[config.mk]
export PLATFORM = sky130hd
export DESIGN_NAME = xvs_queue
export DESIGN_NICKNAME = d
export VERILOG_FILES = /design/src/hdl/xvs_pkg.sv /design/src/hdl/xvs_queue.sv
export SDC_FILE = /design/constraint.sdc
export NUM_CORES = 1
export LEC_CHECK = 0
export CAP_MARGIN = 20
export CORE_MARGIN = 2
export CORE_UTILIZATION = 45
export CTS_CLUSTER_DIAMETER = 150
export DETAILED_ROUTE_END_ITERATION = 8
export DONT_BUFFER_PORTS = 1
export SYNTH_ARGS = -nofsm -noshare
export SYNTH_HDL_FRONTEND = slang
export SYNTH_SLANG_ARGS = --single-unit
[constraint.sdc]
create_clock -name i_clk -period 11.15 [get_ports i_clk]
set_input_delay 0.5575 -clock i_clk [delete_from_list [all_inputs] [get_ports i_clk]]
set_output_delay 0.5575 -clock i_clk [all_outputs]
set_load 0.02 [all_outputs]
[src/hdl/xvs_pkg.sv]
// shared types, constants and helper functions of the xsph velocity smoothing block
// no dependencies; every other file refers to this package by scoped names
package xvs_pkg;

    localparam int FRAC_BITS   = 16;
    localparam int COEF_BITS   = 16;
    localparam int VEL_W       = 32;
    localparam int ACC_W       = 64;
    localparam int FDIV_STEPS  = 64;
    localparam int NDIV_STEPS  = ACC_W + FRAC_BITS;
    localparam int QLIM_LOG    = 40;
    localparam int QDEPTH      = 2;
    localparam int QPTR_W      = $clog2(QDEPTH);
    localparam int ADDR_W      = 5;

    localparam logic [COEF_BITS-1:0] BOUNDARY_COEF = 16'd393;
    localparam logic [31:0]          DIV5_RECIP    = 32'd52429;

    // register indexes
    localparam logic [2:0] REG_DIMS   = 3'd0;
    localparam logic [2:0] REG_WATER  = 3'd1;
    localparam logic [2:0] REG_SOIL   = 3'd2;
    localparam logic [2:0] REG_AIR    = 3'd3;
    localparam logic [2:0] REG_THRESH = 3'd4;

    // particle phases
    localparam logic [2:0] T_BOUNDARY = 3'd0;
    localparam logic [2:0] T_WATER    = 3'd1;
    localparam logic [2:0] T_SOIL     = 3'd2;
    localparam logic [2:0] T_AIR      = 3'd3;
    localparam logic [2:0] T_STRUCT   = 3'd4;
    localparam logic [2:0] T_EXCL     = 3'd7;

    typedef struct packed {
        logic [1:0]           dims;
        logic [COEF_BITS-1:0] coef_water;
        logic [COEF_BITS-1:0] coef_soil;
        logic [COEF_BITS-1:0] coef_air;
        logic [15:0]          thresh;
    } t_cfg;

    typedef struct packed {
        logic [2:0]              ct;
        logic signed [VEL_W-1:0] cvx;
        logic signed [VEL_W-1:0] cvy;
        logic signed [VEL_W-1:0] cvz;
        logic signed [VEL_W-1:0] nvx;
        logic signed [VEL_W-1:0] nvy;
        logic signed [VEL_W-1:0] nvz;
        logic signed [VEL_W-1:0] t;
        logic [COEF_BITS-1:0]    coef;
        logic                    contrib;
        logic                    last;
    } t_job;

    function automatic logic signed [ACC_W-1:0] sat_add64(
        input logic signed [ACC_W-1:0] a,
        input logic signed [ACC_W-1:0] b
    );
        logic signed [ACC_W:0] s;
        s = {a[ACC_W-1], a} + {b[ACC_W-1], b};
        if (s[ACC_W] != s[ACC_W-1]) begin
            return s[ACC_W] ? {1'b1, {(ACC_W-1){1'b0}}} : {1'b0, {(ACC_W-1){1'b1}}};
        end
        return s[ACC_W-1:0];
    endfunction

endpackage

[src/hdl/xvs_queue.sv]
// short job queue between the front and back parts
// depends on xvs_pkg for the job type and depth
module xvs_queue (
    input  logic          i_clk,
    input  logic          i_rst_n,
    input  logic          i_push,
    input  xvs_pkg::t_job i_data,
    output logic          o_full,
    input  logic          i_pop,
    output xvs_pkg::t_job o_data,
    output logic          o_empty
);
    xvs_pkg::t_job                r_mem [xvs_pkg::QDEPTH];
    logic [xvs_pkg::QPTR_W-1:0]   r_wr, r_rd;
    logic [xvs_pkg::QPTR_W:0]     r_count;

    assign o_full  = (r_count == (xvs_pkg::QPTR_W+1)'(xvs_pkg::QDEPTH));
    assign o_empty = (r_count == '0);
    assign o_data  = r_mem[r_rd];

    always_ff @(posedge i_clk) begin
        if (i_push) begin
            r_mem[r_wr] <= i_data;
        end
    end

    always_ff @(posedge i_clk) begin
        if (!i_rst_n) begin
            r_wr    <= '0;
            r_rd    <= '0;
            r_count <= '0;
        end else begin
            if (i_push) begin
                r_wr <= r_wr + 1'b1;
            end
            if (i_pop) begin
                r_rd <= r_rd + 1'b1;
            end
            case ({i_push, i_pop})
                2'b10:   r_count <= r_count + 1'b1;
                2'b01:   r_count <= r_count - 1'b1;
                default: r_count <= r_count;
            endcase
        end
    end

    assert property (@(posedge i_clk) disable iff (!i_rst_n)
        r_count <= (xvs_pkg::QPTR_W+1)'(xvs_pkg::QDEPTH))
        else $error("queue count beyond depth");
    assert property (@(posedge i_clk) disable iff (!i_rst_n) o_full |-> !i_push)
        else $error("push into full queue");
    assert property (@(posedge i_clk) disable iff (!i_rst_n) o_empty |-> !i_pop)
        else $error("pop from empty queue");

endmodule

==> impl_metrics.json <==
{
  "dr_total_vias": 7288,
  "die_area_mm2": 0.0418,
  "start_util_pct": 45.5,
  "die_h_um": 204,
  "h-tree-depth": 2,
  "setup_tns_ps": 0,
  "r2r.worst_path.cells": 3,
  "cpMostUsedCell": "buf_4",
  "root_buffer": "clkbuf_16",
  "finalPower_mw": 4.12,
  "num_rows": 73,
  "cts.sinks": 495,
  "synth_cell_type_count": 19,
  "tightest_slew_ps": 1010,
  "synth_area_mm2": 0.0181,
  "gp_congestion": 0.811,
  "post-route-drc-count": 0,
  "path_clk_slew_ps": 60,
  "clock_latency_ps": 560,
  "outcome": "complete, no violations",
  "synth-seq-area-share_pct": 82.0,
  "powerDensity_mw_per_mm2": 204,
  "antenna_left": 0,
  "fin_crit_sh_pct": 36.8,
  "rsz0062_at_grt": "no",
  "crit_cells": 3,
  "cts_tree": "built",
  "r2r_setup_slack_ps": 8020,
  "worstPathCellList": "buf_4 -> buf_4 -> mux2_2",
  "post-dp-hpwl_um": 25100,
  "drive_above_1_share_pct": 38.2,
  "cts_buffer_depth": 3,
  "area.growth.synth_to_final_pct": 11.7,
  "crit_fanout": 68,
  "ios": 496,
  "leakage_nw": 6.60,
  "min_to": "r_mem[1][64]",
  "arrival_ps": 3540,
  "yosys_warnings": 0,
  "drt_wl_total_um": 35900,
  "crit_slowest_cell": "buf_4",
  "synth_seq_cells": 495,
  "final_hold_viol_count": 0,
  "ir_worst_vdd_mv": 0.122,
  "critPathTopFamily": "buffers and inverters",
  "cp_num_buf_inv": 2,
  "drt_first_pass_iters": 4,
  "avgViaCountPerCell": 5.29,
  "grt_pass1_vias": 7781,
  "r2r-start": "r_wr",
  "maxCapViolCount": 0,
  "grt_usage_pct": 16.6,
  "core_area_mm2": 0.0397,
  "finalSetupViolCount": 0,
  "synth_nets": 1034,
  "reg2reg_to": "r_mem[1][188]",
  "cts_buffers": 48,
  "port_buffers": 0,
  "drt_iter0_drc": 397,
  "min_from": "i_data[64]",
  "worstPathRequired_ps": 10590,
  "slew_viol_final": 0,
  "period_minus_slack_ps": 4100,
  "fmax_ghz": 0.244,
  "cp_slowest_stage_delay_ps": 850,
  "grt_pass1_wl_um": 50300,
  "die_w_um": 204,
  "hold_path_class": "in2reg",
  "final_net_count": 1066,
  "fin_skew_ps": 18.1,
  "synthCells": 784,
  "grt_antenna_before_repair": 1,
  "path_class": "reg2out",
  "endpoint_kind": "output port",
  "min_path_cells": 0,
  "cts_resized": 0,
  "grt_overflow": 0,
  "layout_common_cells": "edfxtp_1, mux2_2, mux2_4, clkbuf_16, clkinv_1",
  "grt_max_degree": 143,
  "post-cts-setup-buffer-count": 0,
  "hold_buffers": 0,
  "worst_setup_path_start_kind": "register",
  "wire_per_inst_um": 26.1,
  "relSlewSlack_pct": 32.7,
  "layout_commonest_cell": "edfxtp_1",
  "postSynthAreaPerCell_um2": 23.1
}
state kept, by name, summed over array words and instances, names as in the netlist, named ones only:
| register | count |
|---|---|
| r_mem | 490 |
| r_count | 2 |
| r_rd | 1 |
| r_wr | 1 |
per-layer routing:
metal  wire length [µm]  track usage, %  up-vias
met1              11100            15.3     3637
met4               1190            7.04        0
li1                   -               -     3199
met5                  0               0        -
met2              18600            29.1      383
met3               5040            10.1       69
layout make-up:
| class | count | area (µm²) |
|---|---|---|
| Sequential cell | 495 | 14800 |
| Multi-Input combinational cell | 261 | 3070 |
| Tap cell | 525 | 657 |
| Clock buffer | 55 | 1250 |
| Fill cell | 3087 | 19500 |
| Inverter | 1 | 3.75 |
| Clock inverter | 28 | 292 |
| Timing Repair Buffer | 9 | 92.6 |
| Antenna cell | 4 | 10.0 |
synth_stat cells:
master | number | share of area (%)
edfxtp_1 | 490 | 81
o21ai_0 | 1 | 0.028
o21a_1 | 1 | 0.042
inv_1 | 1 | 0.021
dfxtp_1 | 5 | 0.55
ha_1 | 1 | 0.069
and2_1 | 4 | 0.14
nor2b_1 | 1 | 0.035
or3_1 | 1 | 0.035
nor2_1 | 2 | 0.042
buf_4 | 11 | 0.46
mux2_4 | 50 | 4.2
buf_6 | 6 | 0.37
xor2_1 | 1 | 0.048
a21boi_1 | 1 | 0.042
buf_2 | 10 | 0.28
mux2_2 | 195 | 12
xnor2_1 | 2 | 0.097
and2b_1 | 1 | 0.042
report_power, final:
group | total [mW] | switching (mW) | internal, mW
logic | 0.361 | 0.243 | 0.118
registers | 2.19 | 0.0310 | 2.16
clock network | 1.57 | 0.635 | 0.937
total | 4.12 | 0.910 | 3.21
cells by family after synthesis:
logic type                 share of synthesized area, %
AOI/OAI and AO/OA                                 0.111
and+or+nand+nor                                   0.291
xor gates and xnor gates                          0.145
adders and majority gates                        0.0692
DFF                                                82.0
muxes                                              16.3
buffers and inverters                              1.13
worst max-delay path by stage:
stage,slack [ps],to
after detailed placement,7560,r_mem[0][156]
after global routing,6780,o_data[122]
after global placement,7680,o_data[244]
after floorplan,3700,r_mem[0][0]
final,7050,o_data[244]
after CTS,6960,o_data[244]
per-stage QoR:
stage | hold WS, ps | instances | setup slack [ps] | area, µm² | utilization, %
3_3_place_gp | 484 | 1290 | 7680 | 18600 | 46.9
5_1_grt | 44.9 | 1376 | 6780 | 20200 | 50.8
2_1_floorplan | 466 | 784 | 3700 | 18100 | -
6_report | 86.3 | 1378 | 7050 | 20200 | 50.8
3_5_place_dp | 508 | 1290 | 7560 | 18600 | 46.9
4_1_cts | 44.7 | 1373 | 6960 | 20200 | 50.7
No activity file was read; power rests on OpenSTA's default activity.
