<file path="config.mk">
export PLATFORM = sky130hd
export DESIGN_NAME = xvs_front_flat
export DESIGN_NICKNAME = d
export VERILOG_FILES = /design/src/hdl/xvs_pkg.sv /design/src/hdl/xvs_if.sv /design/src/hdl/xvs_front.sv /design/src/flat_wrapper.sv
export SDC_FILE = /design/constraint.sdc
export NUM_CORES = 2
export LEC_CHECK = 0
export ABC_AREA = 1
export BUFFER_PORTS_ARGS = -buffer_cell sky130_fd_sc_hd__buf_2
export CORE_ASPECT_RATIO = 0.8
export CORE_MARGIN = 1
export CORE_UTILIZATION = 65
export CTS_BUF_LIST = sky130_fd_sc_hd__clkbuf_4 sky130_fd_sc_hd__clkbuf_8
export DETAILED_ROUTE_END_ITERATION = 16
export HOLD_SLACK_MARGIN = 0.08
export PLACE_DENSITY = 0.94
export SYNTH_ARGS = -nofsm -noshare
export SYNTH_HDL_FRONTEND = slang
export SYNTH_SLANG_ARGS = --single-unit
</file>
<file path="constraint.sdc">
create_clock -name i_clk -period 13.3 [get_ports i_clk]
set_clock_uncertainty 0.1 [all_clocks]
set_input_delay 1.33 -clock i_clk [delete_from_list [all_inputs] [get_ports i_clk]]
set_output_delay 1.33 -clock i_clk [all_outputs]
set_load 0.01 [all_outputs]
</file>
<file path="src/hdl/xvs_pkg.sv">
// shared types, constants and helper functions of the xsph velocity smoothing block
// no dependencies; every other file refers to this package by scoped names
package xvs_pkg;

    localparam int FRAC_BITS   = 16;
    localparam int COEF_BITS   = 16;
    localparam int VEL_W       = 32;
    localparam int ACC_W       = 64;
    localparam int FDIV_STEPS  = 64;
    localparam int NDIV_STEPS  = ACC_W + FRAC_BITS;
    localparam int QLIM_LOG    = 40;
    localparam int QDEPTH      = 2;
    localparam int QPTR_W      = $clog2(QDEPTH);
    localparam int ADDR_W      = 5;

    localparam logic [COEF_BITS-1:0] BOUNDARY_COEF = 16'd393;
    localparam logic [31:0]          DIV5_RECIP    = 32'd52429;

    // register indexes
    localparam logic [2:0] REG_DIMS   = 3'd0;
    localparam logic [2:0] REG_WATER  = 3'd1;
    localparam logic [2:0] REG_SOIL   = 3'd2;
    localparam logic [2:0] REG_AIR    = 3'd3;
    localparam logic [2:0] REG_THRESH = 3'd4;

    // particle phases
    localparam logic [2:0] T_BOUNDARY = 3'd0;
    localparam logic [2:0] T_WATER    = 3'd1;
    localparam logic [2:0] T_SOIL     = 3'd2;
    localparam logic [2:0] T_AIR      = 3'd3;
    localparam logic [2:0] T_STRUCT   = 3'd4;
    localparam logic [2:0] T_EXCL     = 3'd7;

    typedef struct packed {
        logic [1:0]           dims;
        logic [COEF_BITS-1:0] coef_water;
        logic [COEF_BITS-1:0] coef_soil;
        logic [COEF_BITS-1:0] coef_air;
        logic [15:0]          thresh;
    } t_cfg;

    typedef struct packed {
        logic [2:0]              ct;
        logic signed [VEL_W-1:0] cvx;
        logic signed [VEL_W-1:0] cvy;
        logic signed [VEL_W-1:0] cvz;
        logic signed [VEL_W-1:0] nvx;
        logic signed [VEL_W-1:0] nvy;
        logic signed [VEL_W-1:0] nvz;
        logic signed [VEL_W-1:0] t;
        logic [COEF_BITS-1:0]    coef;
        logic                    contrib;
        logic                    last;
    } t_job;

    function automatic logic signed [ACC_W-1:0] sat_add64(
        input logic signed [ACC_W-1:0] a,
        input logic signed [ACC_W-1:0] b
    );
        logic signed [ACC_W:0] s;
        s = {a[ACC_W-1], a} + {b[ACC_W-1], b};
        if (s[ACC_W] != s[ACC_W-1]) begin
            return s[ACC_W] ? {1'b1, {(ACC_W-1){1'b0}}} : {1'b0, {(ACC_W-1){1'b1}}};
        end
        return s[ACC_W-1:0];
    endfunction

endpackage

</file>
<file path="src/hdl/xvs_if.sv">
// stream channels of the xsph velocity smoothing block: neighbor pairs in, velocities out
// depends on xvs_pkg for widths
interface xvs_in_if;
    logic                                  valid;
    logic                                  ready;
    logic [2:0]                            center_type;
    logic signed [xvs_pkg::VEL_W-1:0]      center_vx;
    logic signed [xvs_pkg::VEL_W-1:0]      center_vy;
    logic signed [xvs_pkg::VEL_W-1:0]      center_vz;
    logic [2:0]                            nbr_type;
    logic signed [xvs_pkg::VEL_W-1:0]      nbr_vx;
    logic signed [xvs_pkg::VEL_W-1:0]      nbr_vy;
    logic signed [xvs_pkg::VEL_W-1:0]      nbr_vz;
    logic [31:0]                           nbr_mass;
    logic [31:0]                           nbr_density;
    logic signed [31:0]                    kernel_weight;
    logic                                  last;

    modport source (output valid, center_type, center_vx, center_vy, center_vz, nbr_type,
                    nbr_vx, nbr_vy, nbr_vz, nbr_mass, nbr_density, kernel_weight, last,
                    input ready);
    modport sink (input valid, center_type, center_vx, center_vy, center_vz, nbr_type,
                  nbr_vx, nbr_vy, nbr_vz, nbr_mass, nbr_density, kernel_weight, last,
                  output ready);
endinterface


</file>
<file path="src/hdl/xvs_front.sv">
// front part: accepts a neighbor pair, classifies it, computes t = mass*w/rho
// depends on xvs_pkg and xvs_in_if; feeds xvs_queue
module xvs_front (
    input  logic              i_clk,
    input  logic              i_rst_n,
    xvs_in_if.sink            i_in,
    input  xvs_pkg::t_cfg     i_cfg,
    output xvs_pkg::t_job     o_job,
    output logic              o_push,
    input  logic              i_full
);
    localparam logic [1:0] F_IDLE = 2'd0;
    localparam logic [1:0] F_MUL  = 2'd1;
    localparam logic [1:0] F_DIV  = 2'd2;
    localparam logic [1:0] F_PUSH = 2'd3;

    logic [1:0]  r_state;
    xvs_pkg::t_job r_job;
    logic [31:0] r_mass, r_rho, r_wmag;
    logic        r_wneg;
    logic [63:0] r_quo, n_quo;
    logic [31:0] r_rem, n_rem;
    logic [5:0]  r_cnt;
    logic [32:0] rem2;
    logic        ge;

    logic                           same, bnd, contrib;
    logic [xvs_pkg::COEF_BITS-1:0]  coef, soil_div5;
    logic                           accept;

    assign i_in.ready = (r_state == F_IDLE);
    assign accept     = i_in.valid && i_in.ready;
    assign soil_div5  = 16'((32'(i_cfg.coef_soil) * xvs_pkg::DIV5_RECIP) >> 18);

    always_comb begin
        same = (i_in.center_type == i_in.nbr_type) && (i_in.center_type != xvs_pkg::T_BOUNDARY)
               && (i_in.center_type != xvs_pkg::T_EXCL);
        bnd  = (i_in.center_type >= xvs_pkg::T_WATER) && (i_in.center_type <= xvs_pkg::T_STRUCT)
               && (i_in.nbr_type == xvs_pkg::T_BOUNDARY);
        contrib = same || bnd;
        coef = '0;
        if (same) begin
            case (i_in.center_type) inside
                xvs_pkg::T_WATER:                   coef = i_cfg.coef_water;
                xvs_pkg::T_SOIL, xvs_pkg::T_STRUCT: coef = i_cfg.coef_soil;
                xvs_pkg::T_AIR:                     coef = i_cfg.coef_air;
                default:                            coef = '0;
            endcase
        end else if (bnd) begin
            coef = (i_in.center_type == xvs_pkg::T_WATER || i_in.center_type == xvs_pkg::T_AIR)
                   ? xvs_pkg::BOUNDARY_COEF : soil_div5;
        end
    end

    // restoring divide step, one quotient bit per cycle
    always_comb begin
        rem2  = {r_rem, r_quo[63]};
        ge    = (rem2 >= {1'b0, r_rho});
        n_rem = ge ? 32'(rem2 - {1'b0, r_rho}) : rem2[31:0];
        n_quo = {r_quo[62:0], ge};
    end

    always_ff @(posedge i_clk) begin
        if (!i_rst_n) begin
            r_state <= F_IDLE;
        end else begin
            unique case (r_state)
                F_IDLE: begin
                    if (accept) begin
                        r_state <= contrib ? F_MUL : F_PUSH;
                    end
                end
                F_MUL: begin
                    r_state <= (r_rho == '0) ? F_PUSH : F_DIV;
                end
                F_DIV: begin
                    if (r_cnt == 6'(xvs_pkg::FDIV_STEPS - 1)) begin
                        r_state <= F_PUSH;
                    end
                end
                F_PUSH: begin
                    if (!i_full) begin
                        r_state <= F_IDLE;
                    end
                end
                default: r_state <= F_IDLE;
            endcase
        end
    end

    always_ff @(posedge i_clk) begin
        unique case (r_state)
            F_IDLE: begin
                if (accept) begin
                    r_job.ct      <= i_in.center_type;
                    r_job.cvx     <= i_in.center_vx;
                    r_job.cvy     <= i_in.center_vy;
                    r_job.cvz     <= i_in.center_vz;
                    r_job.nvx     <= i_in.nbr_vx;
                    r_job.nvy     <= i_in.nbr_vy;
                    r_job.nvz     <= i_in.nbr_vz;
                    r_job.t       <= '0;
                    r_job.coef    <= coef;
                    r_job.contrib <= contrib;
                    r_job.last    <= i_in.last;
                    r_mass        <= i_in.nbr_mass;
                    r_rho         <= i_in.nbr_density;
                    r_wneg        <= i_in.kernel_weight[31];
                    r_wmag        <= i_in.kernel_weight[31] ? 32'(-i_in.kernel_weight)
                                                            : 32'(i_in.kernel_weight);
                end
            end
            F_MUL: begin
                r_quo <= 64'(r_mass) * 64'(r_wmag);
                r_rem <= '0;
                r_cnt <= '0;
            end
            F_DIV: begin
                r_quo <= n_quo;
                r_rem <= n_rem;
                r_cnt <= r_cnt + 6'd1;
                if (r_cnt == 6'(xvs_pkg::FDIV_STEPS - 1)) begin
                    if (r_wneg) begin
                        r_job.t <= (n_quo > 64'h8000_0000) ? 32'sh8000_0000 : 32'(-n_quo);
                    end else begin
                        r_job.t <= (n_quo > 64'h7FFF_FFFF) ? 32'sh7FFF_FFFF : 32'(n_quo);
                    end
                end
            end
            default: begin
            end
        endcase
    end

    assign o_job  = r_job;
    assign o_push = (r_state == F_PUSH) && !i_full;

endmodule

</file>
<file path="src/flat_wrapper.sv">
// flat-port wrapper written by rule: the top's interface ports become plain ports
module xvs_front_flat 
  (i_clk, i_rst_n, i_cfg, o_job, o_push, i_full, i_in_valid, i_in_center_type, i_in_center_vx, i_in_center_vy, i_in_center_vz, i_in_nbr_type, i_in_nbr_vx, i_in_nbr_vy, i_in_nbr_vz, i_in_nbr_mass, i_in_nbr_density, i_in_kernel_weight, i_in_last, i_in_ready);
  xvs_in_if i_in_i ();
  input  logic i_clk;
  input  logic i_rst_n;
  input  xvs_pkg::t_cfg i_cfg;
  output xvs_pkg::t_job o_job;
  output logic o_push;
  input  logic i_full;
  input wire logic [$bits(i_in_i.valid)-1:0] i_in_valid;
  input wire logic [$bits(i_in_i.center_type)-1:0] i_in_center_type;
  input wire logic [$bits(i_in_i.center_vx)-1:0] i_in_center_vx;
  input wire logic [$bits(i_in_i.center_vy)-1:0] i_in_center_vy;
  input wire logic [$bits(i_in_i.center_vz)-1:0] i_in_center_vz;
  input wire logic [$bits(i_in_i.nbr_type)-1:0] i_in_nbr_type;
  input wire logic [$bits(i_in_i.nbr_vx)-1:0] i_in_nbr_vx;
  input wire logic [$bits(i_in_i.nbr_vy)-1:0] i_in_nbr_vy;
  input wire logic [$bits(i_in_i.nbr_vz)-1:0] i_in_nbr_vz;
  input wire logic [$bits(i_in_i.nbr_mass)-1:0] i_in_nbr_mass;
  input wire logic [$bits(i_in_i.nbr_density)-1:0] i_in_nbr_density;
  input wire logic [$bits(i_in_i.kernel_weight)-1:0] i_in_kernel_weight;
  input wire logic [$bits(i_in_i.last)-1:0] i_in_last;
  output wire logic [$bits(i_in_i.ready)-1:0] i_in_ready;
  assign i_in_i.valid = i_in_valid;
  assign i_in_i.center_type = i_in_center_type;
  assign i_in_i.center_vx = i_in_center_vx;
  assign i_in_i.center_vy = i_in_center_vy;
  assign i_in_i.center_vz = i_in_center_vz;
  assign i_in_i.nbr_type = i_in_nbr_type;
  assign i_in_i.nbr_vx = i_in_nbr_vx;
  assign i_in_i.nbr_vy = i_in_nbr_vy;
  assign i_in_i.nbr_vz = i_in_nbr_vz;
  assign i_in_i.nbr_mass = i_in_nbr_mass;
  assign i_in_i.nbr_density = i_in_nbr_density;
  assign i_in_i.kernel_weight = i_in_kernel_weight;
  assign i_in_i.last = i_in_last;
  assign i_in_ready = i_in_i.ready;
  xvs_front u_core (.i_clk(i_clk), .i_rst_n(i_rst_n), .i_in(i_in_i), .i_cfg(i_cfg), .o_job(o_job), .o_push(o_push), .i_full(i_full));
endmodule
</file>
==> results.toml <==
[run_status]
outcome = "finished, final reports clean"

[detailed_routing]
drt-pass1-iter-count = 9
drc = 0
ant_nets = 0
vias = 50300
routed_wl_mm = 193
wl_per_cell_um = 22.5
via_per_inst = 5.87
drt_iter0_drc = 6046

[cts]
clkTransAtPathRegs_ns = 0.06
htree_levels = 3
cts_hold_buf = 0
cts_tree = "built"
numCtsBuffers = 74
clkLatencyLatePin_ns = 0.76
clockRootBuffer = "clkbuf_8"
postCtsSetupRepairBufs = 0
cts_resized = 0
max-clock-path-buffers = 3
clkSinkCount = 446

[worst_setup_path]
cp_top_family = "adder cells"
cp.arrival_ns = 9.11
crit_top_cell = "fa_1"
cp_num_buf_inv = 8
crit_type = "reg -> reg"
critPathCaptureType = "flop"
reg2reg_slack_ns = 4.56
cp-start-kind = "flop"
critPathMaxStageDelay_ns = 1.11
ff2ff_path_depth = 27
r2r_start = "u_core.r_wmag[20]"
r2r-end = "u_core.r_quo[45]"
cpMaxStageDelayCell = "edfxtp_1"
crit_required_ns = 13.67
cp_max_fo = 18

[floorplan]
placementRows = 98
die-area_um2 = 91900
pin_count = 612
coreArea_um2 = 89600
die_w_um = 339
die_h_um = 271
start_util = 0.658

[synthesis]
synth_top_area_share = 0.332
syn_nets = 8576
yosysTopAreaCell = "fa_1"
synth-main-ff-cell = "edfxtp_1"
synth_most_common_cell = "inv_1"
synthCells = 6801
synth_edf_count = 444
avgSynthCellArea_um2 = 8.67
synth_cell_types = 54
synth-seq-cells = 446
synth-seq-area-share = 0.227
synthArstFlopShare = 0
synthesis.area_um2 = 59000
synth.top_cells.by_area = "fa_1 33%, edfxtp_1 23%, inv_1 12%, nand2_1 10%, ha_1 9.2%"
synthTopCellsByCount = "1874 x inv_1, 1576 x nand2_1, 978 x fa_1"
yosysWarnings = 0

[grt]
antenna_found_initial = 26
grt_util_all_layers = 0.427
grt_pass1_vias = 53900
grt_max_degree = 99
grt_pass1_wl_mm = 296
overflow = 0

[layout]
layout-drive-gt1-share = 0.116
fin_area_um2 = 64600
syn_to_final_growth_pct = 9.55
fillers = 6221
nets = 9078
fin_cells = 8570

[placed_design]
pre_cts_ws_ns = 5.31
placedInstanceArea_um2 = 63100
place_congestion = 1.07
post-dp-hpwl_mm = 151
portBuffers = 593
dp_cells = 8427

[worst_hold_path]
hold_class = "reg -> reg"
holdPathEnd = "u_core.r_quo[39]"
min_from = "u_core.r_quo[38]"
min_delay_path_depth = 2

[timing]
fmax_ghz = 0.114
period_needed_ns = 8.74
grt_setup_unrepaired = "false"
relSlewSlack = 0.0806
slew_viol_final = 0
tightest_slew_ns = 1.38
setup_violations = 0
timing.final.ws_setup_ns = 4.56
fin_crit_sh = 0.657
hold_viol_final = 0
setup-tns-final_ns = 0

[flow_run]
maxCapViolations = 0
[metrics by stage]
step	util	hold slack, ns
2_1_floorplan	-	0.418
3_3_place_gp	0.704	0.432
3_5_place_dp	0.704	0.441
4_1_cts	0.720	0.436
5_1_grt	0.720	0.451
6_report	0.721	0.422
[layer usage]
metal | wire length, µm | GRT usage | part of all wire
met5 | 152 | 0 | 0.00079
met4 | 16900 | 0.316 | 0.088
met3 | 28900 | 0.164 | 0.15
met2 | 83400 | 0.641 | 0.43
met1 | 63200 | 0.500 | 0.33
[registers in the layout, indices dropped and copies added (netlist names), 2 cells and up]
signal / cells
u_core.o_job: 245
u_core.r_cnt: 6
u_core.r_mass: 32
u_core.r_quo: 64
u_core.r_rem: 32
u_core.r_rho: 32
u_core.r_state: 2
u_core.r_wmag: 32
[layout by cell type (no fill, tap or decap), types with 155 or more instances in the layout]
| cell | instances |
|---|---|
| nor2_1 | 325 |
| ha_1 | 430 |
| o21ai_0 | 168 |
| nand2_1 | 1576 |
| nand3_1 | 155 |
| fa_1 | 978 |
| a21oi_1 | 198 |
| buf_2 | 593 |
| edfxtp_1 | 444 |
| inv_1 | 1872 |
[cell families after synthesis]
kind of cell               synth area share
xor gates and xnor gates             0.0129
DFF                                   0.227
buffers and inverters                 0.135
and+or+nand+nor                       0.154
adders and majority gates             0.424
AOI/OAI and AO/OA                    0.0473
[how the worst max path moves through the flow]
stage	slack [ns]	startpoint	end	depth (start not counted)
final	4.56	u_core.r_wmag[20]	u_core.r_quo[45]	27
after floorplan	5.16	i_in_valid	u_core.o_job[0]	2
after CTS	5.20	u_core.r_wmag[20]	u_core.r_quo[51]	28
after detailed placement	5.31	u_core.r_wmag[20]	u_core.r_quo[51]	28
after global routing	4.53	u_core.r_wmag[20]	u_core.r_quo[45]	27
after global placement	5.38	u_core.r_wmag[3]	u_core.r_quo[45]	24
[worst register-to-register path: cells and delay by family (launching register included)]
kind	cells	cell delay (ns)
AO/OA/AOI/OAI	1	0.31
adder cells (fa/ha/maj)	9	4.40
buffers and inverters	8	1.13
flip-flops	1	1.11
AND/OR/NAND/NOR	9	1.40
[final cells by class]
class / instances / area (µm²) / share of cell area
sequential: 446 / 13400 / 0.207
multi-input combinational: 4239 / 37600 / 0.583
clock inverter: 40 / 350 / 0.00542
clock buffer: 92 / 1150 / 0.0179
antenna: 11 / 27.5 / 0.000426
tap: 1200 / 1500 / 0.0232
timing repair buffer: 661 / 3480 / 0.0539
inverter: 1881 / 7070 / 0.109
Power is not shown: default switching activity piles up to over one toggle a cycle in this logic, so the estimate is an artifact.
